## config.mk

```make
export PLATFORM = sky130hd
export DESIGN_NAME = yuyv_to_rgb24_converter_unit
export DESIGN_NICKNAME = d
export VERILOG_FILES = /design/src/hw/rtl/y2r_pkg.sv /design/src/hw/rtl/yuyv_to_rgb24_converter_unit.sv /design/src/hw/rtl/y2r_clamp.sv
export SDC_FILE = /design/constraint.sdc
export NUM_CORES = 1
export LEC_CHECK = 0
export ABC_AREA = 0
export BUFFER_PORTS_ARGS = -buffer_cell sky130_fd_sc_hd__buf_2
export CAP_MARGIN = 15
export CORE_ASPECT_RATIO = 0.5
export CORE_MARGIN = 4
export CORE_UTILIZATION = 50
export DETAILED_ROUTE_END_ITERATION = 8
export PLACE_DENSITY = 0.71
export SLEW_MARGIN = 10
export SYNTH_ARGS = -nofsm -noshare
export SYNTH_HDL_FRONTEND = slang
export SYNTH_HIERARCHICAL = 1
export SYNTH_SLANG_ARGS = --single-unit
```

## constraint.sdc

```tcl
create_clock -name aclk -period 4.9 [get_ports aclk]
set_clock_uncertainty 0.2 [all_clocks]
set_input_delay 0.49 -clock aclk [delete_from_list [all_inputs] [get_ports aclk]]
set_output_delay 0.49 -clock aclk [all_outputs]
set_load 0.005 [all_outputs]
```

## src/hw/rtl/y2r_pkg.sv

```systemverilog
// types and constants shared by the yuyv to rgb24 converter
package y2r_pkg;

    localparam int unsigned PROD_W  = 16;
    localparam int unsigned DELTA_W = 10;

    localparam logic signed [PROD_W-1:0] COEF_RV = 16'sd104;
    localparam logic signed [PROD_W-1:0] COEF_GU = 16'sd89;
    localparam logic signed [PROD_W-1:0] COEF_GV = 16'sd183;
    localparam logic signed [PROD_W-1:0] COEF_BU = 16'sd199;

    localparam logic [7:0] CHANNEL_MAX = 8'd255;
    localparam logic [7:0] CHANNEL_MIN = 8'd0;

    typedef logic signed [PROD_W-1:0]  prod_t;
    typedef logic signed [DELTA_W-1:0] delta_t;

    typedef struct packed {
        logic [7:0] luma_first;
        logic [7:0] chroma_blue;
        logic [7:0] luma_second;
        logic [7:0] chroma_red;
        logic       last_group;
    } yuyv_group_t;

    typedef struct packed {
        logic [7:0] red_first;
        logic [7:0] green_first;
        logic [7:0] blue_first;
        logic [7:0] red_second;
        logic [7:0] green_second;
        logic [7:0] blue_second;
        logic       frame_end;
    } rgb_pair_t;

    typedef struct packed {
        logic [7:0]       luma_first;
        logic [7:0]       luma_second;
        logic signed [7:0] chroma_u;
        logic signed [7:0] chroma_v;
        prod_t            prod_rv;
        prod_t            prod_gu;
        prod_t            prod_gv;
        prod_t            prod_bu;
        logic             last_group;
    } prod_stage_t;

    typedef struct packed {
        logic [7:0] luma_first;
        logic [7:0] luma_second;
        delta_t     delta_r;
        delta_t     delta_g;
        delta_t     delta_b;
        logic       last_group;
    } delta_stage_t;

endpackage

```

## src/hw/rtl/yuyv_to_rgb24_converter_unit.sv

```systemverilog
// Converts one YUYV group per transfer into two RGB24 pixels sharing the chroma.
// The unit is a three-register pipeline: the first stage forms the chroma
// products, the second scales and sums them into per-channel offsets, the third
// adds each luma and saturates into the output register. A group passes through
// the product, offset and output registers, and one group is taken every
// cycle; a stall on m_ready fills empty stages first and then holds s_ready low.
// The last_group flag travels with its group and appears as frame_end.
module yuyv_to_rgb24_converter_unit (
    input  logic                 aclk,
    input  logic                 aresetn,
    input  logic                 s_valid,
    output logic                 s_ready,
    input  y2r_pkg::yuyv_group_t s_data,
    output logic                 m_valid,
    input  logic                 m_ready,
    output y2r_pkg::rgb_pair_t   m_data
);
    import y2r_pkg::*;

    logic         prod_valid_reg;
    prod_stage_t  prod_reg;
    prod_stage_t  prod_next;
    logic         prod_ready;

    logic         delta_valid_reg;
    delta_stage_t delta_reg;
    delta_stage_t delta_next;
    logic         delta_ready;

    logic         out_valid_reg;
    rgb_pair_t    out_reg;
    rgb_pair_t    out_next;
    logic         out_ready;

    prod_t        u_ext;
    prod_t        v_ext;

    // ready chain, a stage moves when it is empty or its contents leave
    assign out_ready   = !out_valid_reg || m_ready;
    assign delta_ready = !delta_valid_reg || out_ready;
    assign prod_ready  = !prod_valid_reg || delta_ready;
    assign s_ready     = prod_ready;

    // stage one, chroma products
    always_comb begin
        prod_next             = prod_reg;
        prod_next.luma_first  = s_data.luma_first;
        prod_next.luma_second = s_data.luma_second;
        prod_next.chroma_u    = {~s_data.chroma_blue[7], s_data.chroma_blue[6:0]};
        prod_next.chroma_v    = {~s_data.chroma_red[7], s_data.chroma_red[6:0]};
        prod_next.last_group  = s_data.last_group;
    end

    assign u_ext = prod_t'(prod_next.chroma_u);
    assign v_ext = prod_t'(prod_next.chroma_v);

    prod_stage_t prod_full;

    always_comb begin
        prod_full         = prod_next;
        prod_full.prod_rv = prod_t'(v_ext * COEF_RV);
        prod_full.prod_gu = prod_t'(u_ext * COEF_GU);
        prod_full.prod_gv = prod_t'(v_ext * COEF_GV);
        prod_full.prod_bu = prod_t'(u_ext * COEF_BU);
    end

    // stage two, floor scaling and channel offsets
    always_comb begin
        delta_next             = delta_reg;
        delta_next.luma_first  = prod_reg.luma_first;
        delta_next.luma_second = prod_reg.luma_second;
        delta_next.last_group  = prod_reg.last_group;
        delta_next.delta_r     = delta_t'(prod_reg.chroma_v)
                               + delta_t'($signed(prod_reg.prod_rv[15:8]));
        delta_next.delta_g     = -delta_t'($signed(prod_reg.prod_gu[15:8]))
                               - delta_t'($signed(prod_reg.prod_gv[15:8]));
        delta_next.delta_b     = delta_t'(prod_reg.chroma_u)
                               + delta_t'($signed(prod_reg.prod_bu[15:8]));
    end

    // stage three, luma add and saturation
    y2r_clamp u_clamp_r0 (
        .luma    (delta_reg.luma_first),
        .delta   (delta_reg.delta_r),
        .channel (out_next.red_first)
    );
    y2r_clamp u_clamp_g0 (
        .luma    (delta_reg.luma_first),
        .delta   (delta_reg.delta_g),
        .channel (out_next.green_first)
    );
    y2r_clamp u_clamp_b0 (
        .luma    (delta_reg.luma_first),
        .delta   (delta_reg.delta_b),
        .channel (out_next.blue_first)
    );
    y2r_clamp u_clamp_r1 (
        .luma    (delta_reg.luma_second),
        .delta   (delta_reg.delta_r),
        .channel (out_next.red_second)
    );
    y2r_clamp u_clamp_g1 (
        .luma    (delta_reg.luma_second),
        .delta   (delta_reg.delta_g),
        .channel (out_next.green_second)
    );
    y2r_clamp u_clamp_b1 (
        .luma    (delta_reg.luma_second),
        .delta   (delta_reg.delta_b),
        .channel (out_next.blue_second)
    );
    assign out_next.frame_end = delta_reg.last_group;

    always_ff @(posedge aclk) begin
        if (!aresetn) begin
            prod_valid_reg  <= 1'b0;
            delta_valid_reg <= 1'b0;
            out_valid_reg   <= 1'b0;
        end else begin
            if (prod_ready) begin
                prod_valid_reg <= s_valid;
            end
            if (delta_ready) begin
                delta_valid_reg <= prod_valid_reg;
            end
            if (out_ready) begin
                out_valid_reg <= delta_valid_reg;
            end
        end
    end

    always_ff @(posedge aclk) begin
        if (prod_ready && s_valid) begin
            prod_reg <= prod_full;
        end
        if (delta_ready && prod_valid_reg) begin
            delta_reg <= delta_next;
        end
        if (out_ready && delta_valid_reg) begin
            out_reg <= out_next;
        end
    end

    assign m_valid = out_valid_reg;
    assign m_data  = out_reg;

    // checks on the pipeline control
    a_ready_only_when_full: assert property (@(posedge aclk) disable iff (!aresetn)
        !s_ready |-> (prod_valid_reg && delta_valid_reg && out_valid_reg && !m_ready))
        else $error("input stalled while the pipeline has room");

    a_stage_two_holds: assert property (@(posedge aclk) disable iff (!aresetn)
        (delta_valid_reg && out_valid_reg && !m_ready)
        |=> (delta_valid_reg && $stable(delta_reg)))
        else $error("stage two changed during a stall");

    a_result_from_stage_two: assert property (@(posedge aclk) disable iff (!aresetn)
        $rose(m_valid) |-> $past(delta_valid_reg))
        else $error("result appeared with no group in stage two");

    a_transfer_enters_stage_one: assert property (@(posedge aclk) disable iff (!aresetn)
        (s_valid && s_ready) |=> (prod_valid_reg
        && (prod_reg.last_group == $past(s_data.last_group))))
        else $error("accepted group missing from stage one");

endmodule

```

## src/hw/rtl/y2r_clamp.sv

```systemverilog
// luma plus chroma offset with saturation to one 8-bit channel
module y2r_clamp (
    input  logic [7:0]      luma,
    input  y2r_pkg::delta_t delta,
    output logic [7:0]      channel
);
    import y2r_pkg::*;

    delta_t sum;

    assign sum = delta_t'({2'b00, luma}) + delta;

    always_comb begin
        priority if (sum[DELTA_W-1]) begin
            channel = CHANNEL_MIN;
        end else if (sum[DELTA_W-2]) begin
            channel = CHANNEL_MAX;
        end else begin
            channel = sum[7:0];
        end
    end

endmodule
```

Word level (Yosys, flattened, before mapping) --
Cells that the tools add are included. Widths: inputs -> output; s select.
Word-level totals: bits in registers 193, word-level logic and storage cells 56
Cells by class: add/sub/neg operators 10, multipliers 4, multiplexer cells 6, bitwise operators 2, reduce and logical (&&, ||, !) cells 9
Operator list (count):
- $add 9x10->10 | 6
- $mux 8 | 6
- $mul 8x9->16 const B | 2
- $add 8x8->9 | 2
- $mul 8x8->16 const B | 1
- $mul 8x5->13 const B | 1
- $neg 8->10 | 1
- $sub 10x8->10 | 1
- $logic_and 1x1->1 | 3
- $logic_not 1->1 | 3
- $logic_or 1x1->1 | 3
- $not 1->1 | 2

Depth between registers and ports, before layout --
Gate-level depths: netlist (run 1).
depth after elaboration 5, gate-level depth with buffers 16, mapped depth without buffers 16

Cells and area by module --
The synthesis (run 1) kept the hierarchy.
Modules (own cells, without submodules):
- yuyv_to_rgb24_converter_unit | instances 1, cells each 735, area each 9783.1 µm²
- y2r_clamp | instances 6, cells each 48, area each 434.2 µm²

Worst setup path after synthesis (run 1) --
No wires, ideal clock.
path kind reg2reg, start point register prod_valid_reg, end point register prod_reg (netlist bit delta_next[0]), enable pin, library setup time 527 ps, arrival time 3884 ps, required time 4173 ps, setup slack 289 ps, stages on the path, launching flop included 2, path buffers 0, period minus slack after synthesis 4611 ps, path through dfxtp_1 -> a31oi_1
On the way: cells in the longest elaborated chain, start to end 3
Ends and longest elaborated chain:
- start: declaration | line yuyv_to_rgb24_converter_unit.sv:20 | logic prod_valid_reg;
- start signal: assignment | line yuyv_to_rgb24_converter_unit.sv:121 | prod_valid_reg <= s_valid;
- $logic_not 1->1 | line yuyv_to_rgb24_converter_unit.sv:41 | assign prod_ready = !prod_valid_reg || delta_ready;
- $logic_or 1x1->1 | line yuyv_to_rgb24_converter_unit.sv:41
- $logic_and 1x1->1 | line yuyv_to_rgb24_converter_unit.sv:133 | if (prod_ready && s_valid) begin
- end signal: assignment | line yuyv_to_rgb24_converter_unit.sv:134 | prod_reg <= prod_full;
- end: declaration | line yuyv_to_rgb24_converter_unit.sv:21 | prod_stage_t prod_reg;
Every way passes these cells. A chain may end at the register's enable or synchronous reset.

==> metrics, run 1 <==
Syn Inst Count approximately 1000; root buf cell clkbuf_16; Area growth, synth to finish 12.0%; Max Fclk 0.235 GHz; Max Slew Vio Count 0; P_leak ~6.3 nW; CTS tree yes; dpl ws 0.277 ns; DR WL/cell 16.5 µm; Detailed Route Iter0 Violations 424; Final TNS setup 0 ns; core box area 0.0242 mm²; post-synthesis adder-cell area fraction 0.302; final net count ~1400; required time of the critical path 4.88 ns; R2R Path Start delta_reg[31]$_DFFE_PP_; largest net degree at the start of global routing between 60 and 70; FF-to-FF setup slack between 2 and 2.5 ns; Final Hold Viols 0; multiplexer share of the synthesized area 0; Vias 7741; reg2reg end m_data[6]$_DFFE_PP_; TritonCTS Buffers 17; Syn Nets around 1300; crit path kind primary input to flop; Worst-Margin Slew approximately 0.89 ns; final period utilization 0.867; Setup crit start kind primary input; Final setup viols 0; clock slew at reported path FFs 0.06 ns; vias per inst 5.23; HP Start s_data[29]; WHS Path Cells 1; initial antenna violation count 0; cts hold-fix bufs 0; row cnt 40; post_cts resized 0; arrival time worst endpoint between 4 and 5 ns; vias in the first global route 8126; Synth Flop Type edfxtp_1; Min-Delay Endpoint delta_next[43]$_DFFE_PP_; die width 231 µm; number of port buffers 87; Crit Path Max Fanout 9; P per Cell Area ~480 mW/mm²; io pins 88; Worst Setup End Kind flop; H-Tree Level Count 4; Yosys warnings 6; ys async rst share 0; diode count 0; dpl hpwl 19600 µm; RSZ-0062 raised after global routing no; peak supply drop roughly 0.3 mV; post-synthesis compound-gate area fraction 0.137; Placer Congestion 0.866; worst relative slew slack 0.404; # clock sinks 162; Die Y 119 µm; gr usage total 0.185; max FFs per register 49; Synth Register Bits roughly 160; main combinational cell family by area after synthesis adder cells; outcome finished, final reports clean; Post-CTS Setup Bufs 0; simple-gate share of the synthesized area 0.0666; grt total ovfl 0; max_cap viols 0; R2R depth 7; first-pass GRT wire length 40900 µm; fillcell total just under 2000; mean post-synth cell area 12.1 µm²; layout cells sized above 1 0.147; die area 0.0275 mm²; clock latency at the later pin of the worst-skew pair 0.42 ns; Post-synth EDFFs about 160; PnR worst setup slack 0.651 ns; drc violations 0; sequential fraction of the synthesis area 0.390; fin crit period 4.25 ns; Mapped Area 0.0124 mm²; total iterations of the first detailed-routing run 5; Min-Delay Path Class primary input to flop; Max Buffers Root-to-Sink 2; Initial Utilization 0.512; Detail Route Antenna Nets 0; XOR/XNOR Fraction of Synth Area 0.0644; library cells used by synthesis 47; Routed WL around 24000 µm
layout make-up:
class,instances,area (µm²),share of cell area
tap,336,420,0.0303
clock inverter,13,136,0.00983
multi-input combinational,730,7100,0.511
sequential,162,4830,0.348
clock buffer,18,429,0.0309
inverter,131,492,0.0354
timing repair buffer,91,465,0.0335
worst max-delay path by stage:
| stage | slack, ns | start | end | depth (start not counted) |
|---|---|---|---|---|
| 2_1_floorplan | 0.29 | prod_valid_reg$_SDFFE_PN0N_ | delta_next[0]$_DFFE_PP_ | 1 |
| 3_3_place_gp | 0.37 | s_data[8] | prod_next[32]$_DFFE_PP_ | 14 |
| 3_5_place_dp | 0.28 | s_data[8] | prod_next[28]$_DFFE_PP_ | 14 |
| 4_1_cts | 0.69 | s_data[8] | prod_next[28]$_DFFE_PP_ | 14 |
| 5_1_grt | 0.47 | s_data[8] | prod_next[28]$_DFFE_PP_ | 14 |
| 6_report | 0.65 | s_data[8] | prod_next[28]$_DFFE_PP_ | 14 |
cell usage in the layout, fill, tap and decap left out, drive strengths merged, types with 2 or more instances in the layout:
cell / count
buf: 91
o21a: 52
nand3: 12
or2b: 12
edfxtp: 159
clkinvlp: 5
nand2: 37
o21bai: 8
a21boi: 8
clkinv: 4
a211o: 6
and3: 7
a21o: 34
xnor2: 57
nand2b: 7
fa: 57
nor3: 21
a221oi: 8
inv: 133
xor2: 29
or2: 2
a21oi: 52
nor2b: 11
nor2: 34
a31oi: 6
clkbuf: 18
nand4: 2
o21ai: 34
o211a: 13
ha: 208
bufinv: 2
dfxtp: 3
o41ai: 3
kinds of logic (layout without fill, tap and decap cells):
family | after synthesis | after routing
fa+ha+maj | 265 | 265
flops | 162 | 162
buf+inv | 131 | 253
simple gates | 148 | 148
compound gates | 231 | 231
xor+xnor | 86 | 86
where the power goes:
part / internal, mW / switching (mW) / leakage [nW]
combinational: 1.43 / 1.78 / 4.48
sequential: 1.99 / 0.165 / 1.54
clock: 0.746 / 0.543 / 0.260
total: 4.17 / 2.48 / 6.28
critical path, cell delays in order:
cell,delay (ns)
buf_2,0.27
inv_1,0.17
ha_1,0.23
fa_1,0.46
fa_1,0.50
inv_1,0.06
fa_1,0.54
inv_1,0.05
ha_1,0.33
a21oi_1,0.23
a21boi_0,0.43
o21bai_1,0.18
a21oi_1,0.20
xnor2_1,0.08
routing by layer:
metal,up-vias,part of all wire,track usage
li1,3887,-,-
met1,3704,0.49,0.262
met2,128,0.46,0.300
met3,22,0.034,0.0308
met4,0,0.012,0.0457
met5,-,0,0
metrics by stage:
step / hold WS, ns / total power, mW / utilization / instance area, µm² / instances
after floorplan: 0.200 / 4.58 / - / 12400 / 1023
after global placement: 0.201 / 5.23 / 0.551 / 13300 / 1450
after detailed placement: 0.205 / 5.36 / 0.551 / 13300 / 1450
after CTS: 0.0192 / 6.68 / 0.574 / 13900 / 1481
after global routing: 0.0126 / 7.20 / 0.574 / 13900 / 1481
final: 0.0352 / 6.66 / 0.574 / 13900 / 1481
cell usage after synthesis (all sizes together), types with 2 or more instances:
cell type	n	share of area
ha	208	0.21
nand3	12	0.0048
or2b	12	0.0073
o21bai	8	0.0048
o21ai	34	0.016
inv	131	0.040
nand2	37	0.011
o21a	52	0.032
a211o	6	0.0042
nand2b	7	0.0035
nor3	21	0.016
xor2	29	0.024
o211a	13	0.011
nor2b	11	0.0056
or2	2	0.0010
a21oi	52	0.023
nand4	2	0.0010
a31oi	6	0.0042
o41ai	3	0.0021
nor2	34	0.010
a221oi	8	0.010
and3	7	0.0035
dfxtp	3	0.0048
a21boi	8	0.0048
fa	57	0.092
edfxtp	159	0.39
a21o	34	0.021
xnor2	57	0.040
(Power assumes the default switching activity.)
==> inputs of run 2 (changes only) <==
--- a/config.mk
+++ b/config.mk
@@ -8,11 +8,13 @@
 export ABC_AREA = 0
 export BUFFER_PORTS_ARGS = -buffer_cell sky130_fd_sc_hd__buf_2
 export CAP_MARGIN = 15
+export CELL_PAD_IN_SITES_DETAIL_PLACEMENT = 1
+export CELL_PAD_IN_SITES_GLOBAL_PLACEMENT = 1
 export CORE_ASPECT_RATIO = 0.5
 export CORE_MARGIN = 4
-export CORE_UTILIZATION = 50
+export CORE_UTILIZATION = 46
 export DETAILED_ROUTE_END_ITERATION = 8
-export PLACE_DENSITY = 0.71
+export PLACE_DENSITY_LB_ADDON = 0.1
 export SLEW_MARGIN = 10
 export SYNTH_ARGS = -nofsm -noshare
 export SYNTH_HDL_FRONTEND = slang
==> metrics, run 2 (synthesis results as in run 1) <==
dpl hpwl 21600 µm (was 19600 µm); Max Fclk 0.241 GHz (was 0.235 GHz); Vias 7959 (was 7741); CP peak stage delay 0.49 ns (was 0.54 ns); commonest cells after routing, fill and taps aside 208 x ha_1, 159 x edfxtp_1, 131 x inv_1 (unchanged); vias in the first global route 8435 (was 8126); Final setup viols 0 (unchanged); fin crit period 4.15 ns (was 4.25 ns); Psw 2.56 mW (was 2.48 mW); Sequential Power Share 0.319 (was 0.325); Worst path most repeated cell ha_1; Area growth, synth to finish 12.5% (was 12.0%); Worst-Margin Slew 0.719 ns (was 0.895 ns); CTS tree yes (unchanged); largest net degree at the start of global routing 50 (was 66); io pins 88 (unchanged); die width 240 µm (was 231 µm); diode count 0 (unchanged); layout cells sized above 1 0.148 (was 0.147); Worst setup startpoint s_data[22] (was s_data[8]); crit path kind primary input to flop (unchanged); initial antenna violation count 0 (unchanged); Crit path max-delay family adder cells (unchanged); Routed WL 27300 µm (was 24500 µm); Min-Delay Path Class primary input to flop (unchanged); worst relative slew slack 0.520 (was 0.404); core box area 0.0265 mm² (was 0.0242 mm²); non-filler instance count after layout 1499 (was 1481); slowest stage cell, crit path fa_1 (unchanged); Setup crit start kind primary input (unchanged); Clk pwr share 0.199 (was 0.194); HP Start s_data[11] (was s_data[29]); drc violations 0 (unchanged); total iterations of the first detailed-routing run 5 (unchanged); die area 0.0298 mm² (was 0.0275 mm²); arrival time worst endpoint 4.14 ns (was 4.23 ns); gr usage total 0.192 (was 0.185); Die Y 124 µm (was 119 µm); DR WL/cell 18.2 µm (was 16.5 µm); root buf cell clkbuf_16 (unchanged); peak supply drop 0.277 mV (was 0.298 mV); clock latency at the later pin of the worst-skew pair 0.44 ns (was 0.42 ns); commonest non-fill, non-tap cell in the layout ha_1 (unchanged); required time of the critical path 4.89 ns (was 4.88 ns); cts hold-fix bufs 0 (unchanged); max FFs per register 49 (unchanged); WP buf/inv 2 (was 4); P per Cell Area 487 mW/mm² (was 480 mW/mm²); post_cts resized 0 (unchanged); grt total ovfl 0 (unchanged); Switching Fraction 0.376 (was 0.373); final period utilization 0.848 (was 0.867); R2R Path Start delta_reg[31]$_DFFE_PP_ (unchanged); H-Tree Level Count 4 (unchanged); Max Slew Vio Count 0 (unchanged); final net count 1437 (was 1435); Crit Path Max Fanout 9 (unchanged); Worst Setup End Kind flop (unchanged); Logic pwr share 0.482 (about the same); Final TNS setup 0 ns (unchanged); Initial Utilization 0.468 (was 0.512); P_leak 6.31 nW (was 6.28 nW); Detailed Route Iter0 Violations 378 (was 424); outcome finished, final reports clean (unchanged); Final Hold Viols 0 (unchanged); first-pass GRT wire length 44500 µm (was 40900 µm); Max Buffers Root-to-Sink 2 (unchanged); vias per inst 5.31 (was 5.23); dpl cells 1468 (was 1450); TritonCTS Buffers 17 (unchanged); Post-CTS Setup Bufs 0 (unchanged); clock slew at reported path FFs 0.07 ns (was 0.06 ns); Detail Route Antenna Nets 0 (unchanged); number of port buffers 87 (unchanged); max_cap viols 0 (unchanged); row cnt 42 (was 40); crit path cell chain buf_2, inv_1, ha_1, ha_1, fa_1, fa_1, ha_1, and4b_1, a221oi_4, o21ai_0, o21a_1, nor2_1, xnor2_1 (was buf_2, inv_1, ha_1, fa_1, fa_1, inv_1, fa_1, inv_1, ha_1, a21oi_1, a21boi_0, o21bai_1, a21oi_1, xnor2_1); Placer Congestion 0.876 (was 0.866); RSZ-0062 raised after global routing no (unchanged); # clock sinks 162 (unchanged); P_int 4.23 mW (was 4.17 mW)
==> run 2: per-layer routing <==
metal  vias to the layer above  GRT usage  part of all wire
met2                       103      0.315              0.46
met3                        12     0.0259             0.028
met5                         -          0                 0
met1                      3954      0.275              0.51
li1                       3890          -                 -
met4                         0     0.0393            0.0068
==> run 2: power by group through the flow <==
stage,combinational [mW],sequential (mW),clock [mW]
after global routing,3.70,2.19,1.46
after detailed placement,3.23,2.20,0
final,3.27,2.16,1.35
after global placement,3.12,2.18,0
after CTS,3.28,2.17,1.39
after floorplan,2.46,2.12,0
==> run 2: path summary, 6_finish.rpt <==
kind	to	slack, ns	cells past startpoint
max	prod_next[12]$_DFFE_PP_	0.75	13
min	delta_next[33]$_DFFE_PP_	0.03	1
max reg2reg	m_data[11]$_DFFE_PP_	2.08	7
min reg2reg	m_data[0]$_DFFE_PP_	0.22	0
==> run 2: worst register-to-register path: stages (launching register included) <==
cell,delay [ns]
edfxtp_1,0.47
ha_1,0.28
fa_1,0.42
a21o_2,0.25
a221oi_2,0.32
o21ai_2,0.11
xor2_2,0.34
o21a_1,0.26
==> run 2: stage by stage <==
step | total power [mW] | instance area [µm²] | setup slack, ns | hold slack [ns] | util
global route | 7.34 | 13900 | 0.535 | 0.00998 | 0.526
finish | 6.79 | 13900 | 0.747 | 0.0327 | 0.526
global placement | 5.30 | 13300 | 0.433 | 0.201 | 0.504
detailed placement | 5.43 | 13300 | 0.300 | 0.206 | 0.504
floorplan | 4.58 | 12400 | 0.289 | 0.200 | -
CTS | 6.84 | 13900 | 0.759 | 0.0117 | 0.526
==> run 2: final cells by class <==
cell class | instances | area (µm²)
Clock buffer | 18 | 429
Timing Repair Buffer | 93 | 480
Multi-Input combinational cell | 730 | 7100
Clock inverter | 13 | 160
Fill cell | 2777 | 12600
Inverter | 131 | 492
Sequential cell | 162 | 4830
Tap cell | 352 | 440
==> inputs of run 3 (changes only) <==
--- a/config.mk
+++ b/config.mk
@@ -12,7 +12,7 @@
 export CELL_PAD_IN_SITES_GLOBAL_PLACEMENT = 1
 export CORE_ASPECT_RATIO = 0.5
 export CORE_MARGIN = 4
-export CORE_UTILIZATION = 46
+export CORE_UTILIZATION = 50
 export DETAILED_ROUTE_END_ITERATION = 8
 export PLACE_DENSITY_LB_ADDON = 0.1
 export SLEW_MARGIN = 10
==> constraint.sdc (replaced) <==
create_clock -name aclk -period 4 [get_ports aclk]
set_clock_uncertainty 0.2 [all_clocks]
set_input_delay 0.4 -clock aclk [delete_from_list [all_inputs] [get_ports aclk]]
set_output_delay 0.4 -clock aclk [all_outputs]
set_load 0.005 [all_outputs]
==> metrics, run 3 (synthesis results as in run 1) <==
outcome finished, final reports clean (unchanged); Max Slew Vio Count 0 (unchanged); max_cap viols 0 (unchanged); Worst setup startpoint s_data[21] (was s_data[22]); total iterations of the first detailed-routing run 5 (unchanged); CTS tree yes (unchanged); die width 231 µm (was 240 µm); final net count 1527 (was 1437); Vias 8447 (was 7959); Crit Path Max Fanout 5 (was 9); Placer Congestion 0.889 (was 0.876); final period utilization 0.937; number of port buffers 87 (unchanged); CP peak stage delay 0.55 ns (was 0.49 ns); Psw 3.32 mW (was 2.56 mW); P per Cell Area 593 mW/mm² (was 487 mW/mm²); peak supply drop 0.331 mV (was 0.277 mV); RSZ-0062 raised after global routing no (unchanged); die area 0.0275 mm² (was 0.0298 mm²); reg2reg end m_data[7]$_DFFE_PP_ (was m_data[11]$_DFFE_PP_); HP Start s_valid (was s_data[11]); slowest stage cell, crit path fa_1 (unchanged); drc violations 0 (unchanged); initial antenna violation count 1 (was 0); fin crit period 3.75 ns; grt total ovfl 0 (unchanged); Final TNS setup 0 ns (unchanged); Max Buffers Root-to-Sink 2 (unchanged); Setup crit start kind primary input (unchanged); Min-Delay Path Class primary input to flop (unchanged); Switching Fraction 0.382 (was 0.376); fin util 0.606 (was 0.526); required time of the critical path 3.98 ns (was 4.89 ns); R2R depth 7 (unchanged); crit path cell chain buf_2, ha_1, ha_1, inv_1, fa_1, fa_1, inv_1, ha_1, a21oi_1, nor2b_1, a31oi_1, a21oi_1, a2111oi_1, nor3_1 (was buf_2, inv_1, ha_1, ha_1, fa_1, fa_1, ha_1, and4b_1, a221oi_4, o21ai_0, o21a_1, nor2_1, xnor2_1); Detailed Route Iter0 Violations 429 (was 378); crit path kind primary input to flop (unchanged); Worst path most repeated cell ha_1 (unchanged); Post-CTS Setup Bufs 0 (unchanged); DR WL/cell 19.6 µm (was 18.2 µm); Final Hold Viols 0 (unchanged); clock latency at the later pin of the worst-skew pair 0.44 ns (about the same); clock slew at reported path FFs 0.07 ns (about the same); P_int 5.38 mW (was 4.23 mW); Detail Route Antenna Nets 0 (unchanged); arrival time worst endpoint 3.73 ns (was 4.14 ns); TritonCTS Buffers 17 (unchanged); largest net degree at the start of global routing 49 (was 50); max FFs per register 49 (unchanged); io pins 88 (unchanged); Final setup viols 0 (unchanged); root buf cell clkbuf_16 (unchanged); Design Power 8.70 mW (was 6.79 mW); R2R Path Start delta_reg[31]$_DFFE_PP_ (unchanged); Sequential Power Share 0.307 (was 0.319); commonest cells after routing, fill and taps aside 208 x ha_1, 159 x edfxtp_1, 131 x inv_1 (unchanged); Logic pwr share 0.504 (was 0.482); first-pass GRT wire length 50200 µm (was 44500 µm); dpl hpwl 24400 µm (was 21600 µm); gr usage total 0.233 (was 0.192); Worst-Margin Slew 0.817 ns (was 0.719 ns); worst relative slew slack 0.454 (was 0.520); FF-to-FF setup slack 1.08 ns (was 2.08 ns); Initial Utilization 0.512 (was 0.468); H-Tree Level Count 4 (unchanged); commonest non-fill, non-tap cell in the layout ha_1 (unchanged); row cnt 40 (was 42); # clock sinks 162 (unchanged); core box area 0.0242 mm² (was 0.0265 mm²); vias in the first global route 9413 (was 8435); Clk pwr share 0.189 (was 0.199); Worst Setup End Kind flop (unchanged); crit path to prod_next[46]$_DFFE_PP_ (was prod_next[12]$_DFFE_PP_); layout cells sized above 1 0.197 (was 0.148); Routed WL 30900 µm (was 27300 µm); Area growth, synth to finish 18.3% (was 12.5%); Die Y 119 µm (was 124 µm); P_leak 6.74 nW (was 6.31 nW); Max Fclk 0.267 GHz; vias per inst 5.36 (was 5.31)
[run 3: area by class of cell]
type / count / area, µm²
inverters: 131 / 492
fillers: 2518 / 9510
well taps: 336 / 420
flip-flops and latches: 162 / 4830
diodes: 1 / 2.50
multi-input cells: 730 / 7100
clock inverters: 12 / 131
clock buffers: 20 / 457
repair buffers: 183 / 1230
[run 3: worst max-delay path: cells and delay by family]
family | cells | cell delay [ns]
AOI/OAI and AO/OA | 4 | 1.01
and+or+nand+nor | 2 | 0.15
buffers and inverters | 3 | 0.23
adders and majority gates | 5 | 1.93
[run 3: worst min path at each step]
stage                                  endpoint  cells past startpoint  slack [ns]
global route        prod_valid_reg$_SDFFE_PN0N_                      3        0.08
CTS                 prod_valid_reg$_SDFFE_PN0N_                      3        0.07
global placement            m_data[0]$_DFFE_PP_                      0        0.20
floorplan                delta_reg[0]$_DFFE_PP_                      0        0.20
finish              prod_valid_reg$_SDFFE_PN0N_                      3        0.08
detailed placement      delta_reg[41]$_DFFE_PP_                      0        0.21
[run 3: what timing repair did]
action / CTS / global route
resized for setup: 0 / 1
endpoints found under the hold margin: 18 / 0
endpoints found under the setup margin: 0 / 1
hold buffers: 18 / 0
[run 3: per-layer routing]
| layer | routed length (µm) | global-route usage | vias up |
|---|---|---|---|
| met3 | 955 | 0.0366 | 43 |
| li1 | - | - | 4057 |
| met5 | 0 | 0 | - |
| met1 | 14300 | 0.310 | 4213 |
| met4 | 534 | 0.0634 | 0 |
| met2 | 15100 | 0.398 | 134 |
[run 3: per-stage QoR]
step / setup WS [ns] / hold WS [ns] / cells / cell area, µm²
after floorplan: 0.0291 / 0.200 / 1023 / 12400
after global placement: -0.0915 / 0.200 / 1524 / 13900
after detailed placement: -0.243 / 0.206 / 1524 / 13900
after CTS: 0.219 / 0.0679 / 1574 / 14700
after global routing: 0.0513 / 0.0830 / 1575 / 14700
final: 0.251 / 0.0829 / 1575 / 14700
[run 3: power groups by stage]
stage	logic (mW)	registers, mW	clock network, mW
2_1_floorplan	3.02	2.59	0
3_3_place_gp	4.02	2.68	0
3_5_place_dp	4.29	2.70	0
4_1_cts	4.38	2.66	1.67
5_1_grt	4.91	2.69	1.76
6_report	4.38	2.67	1.65
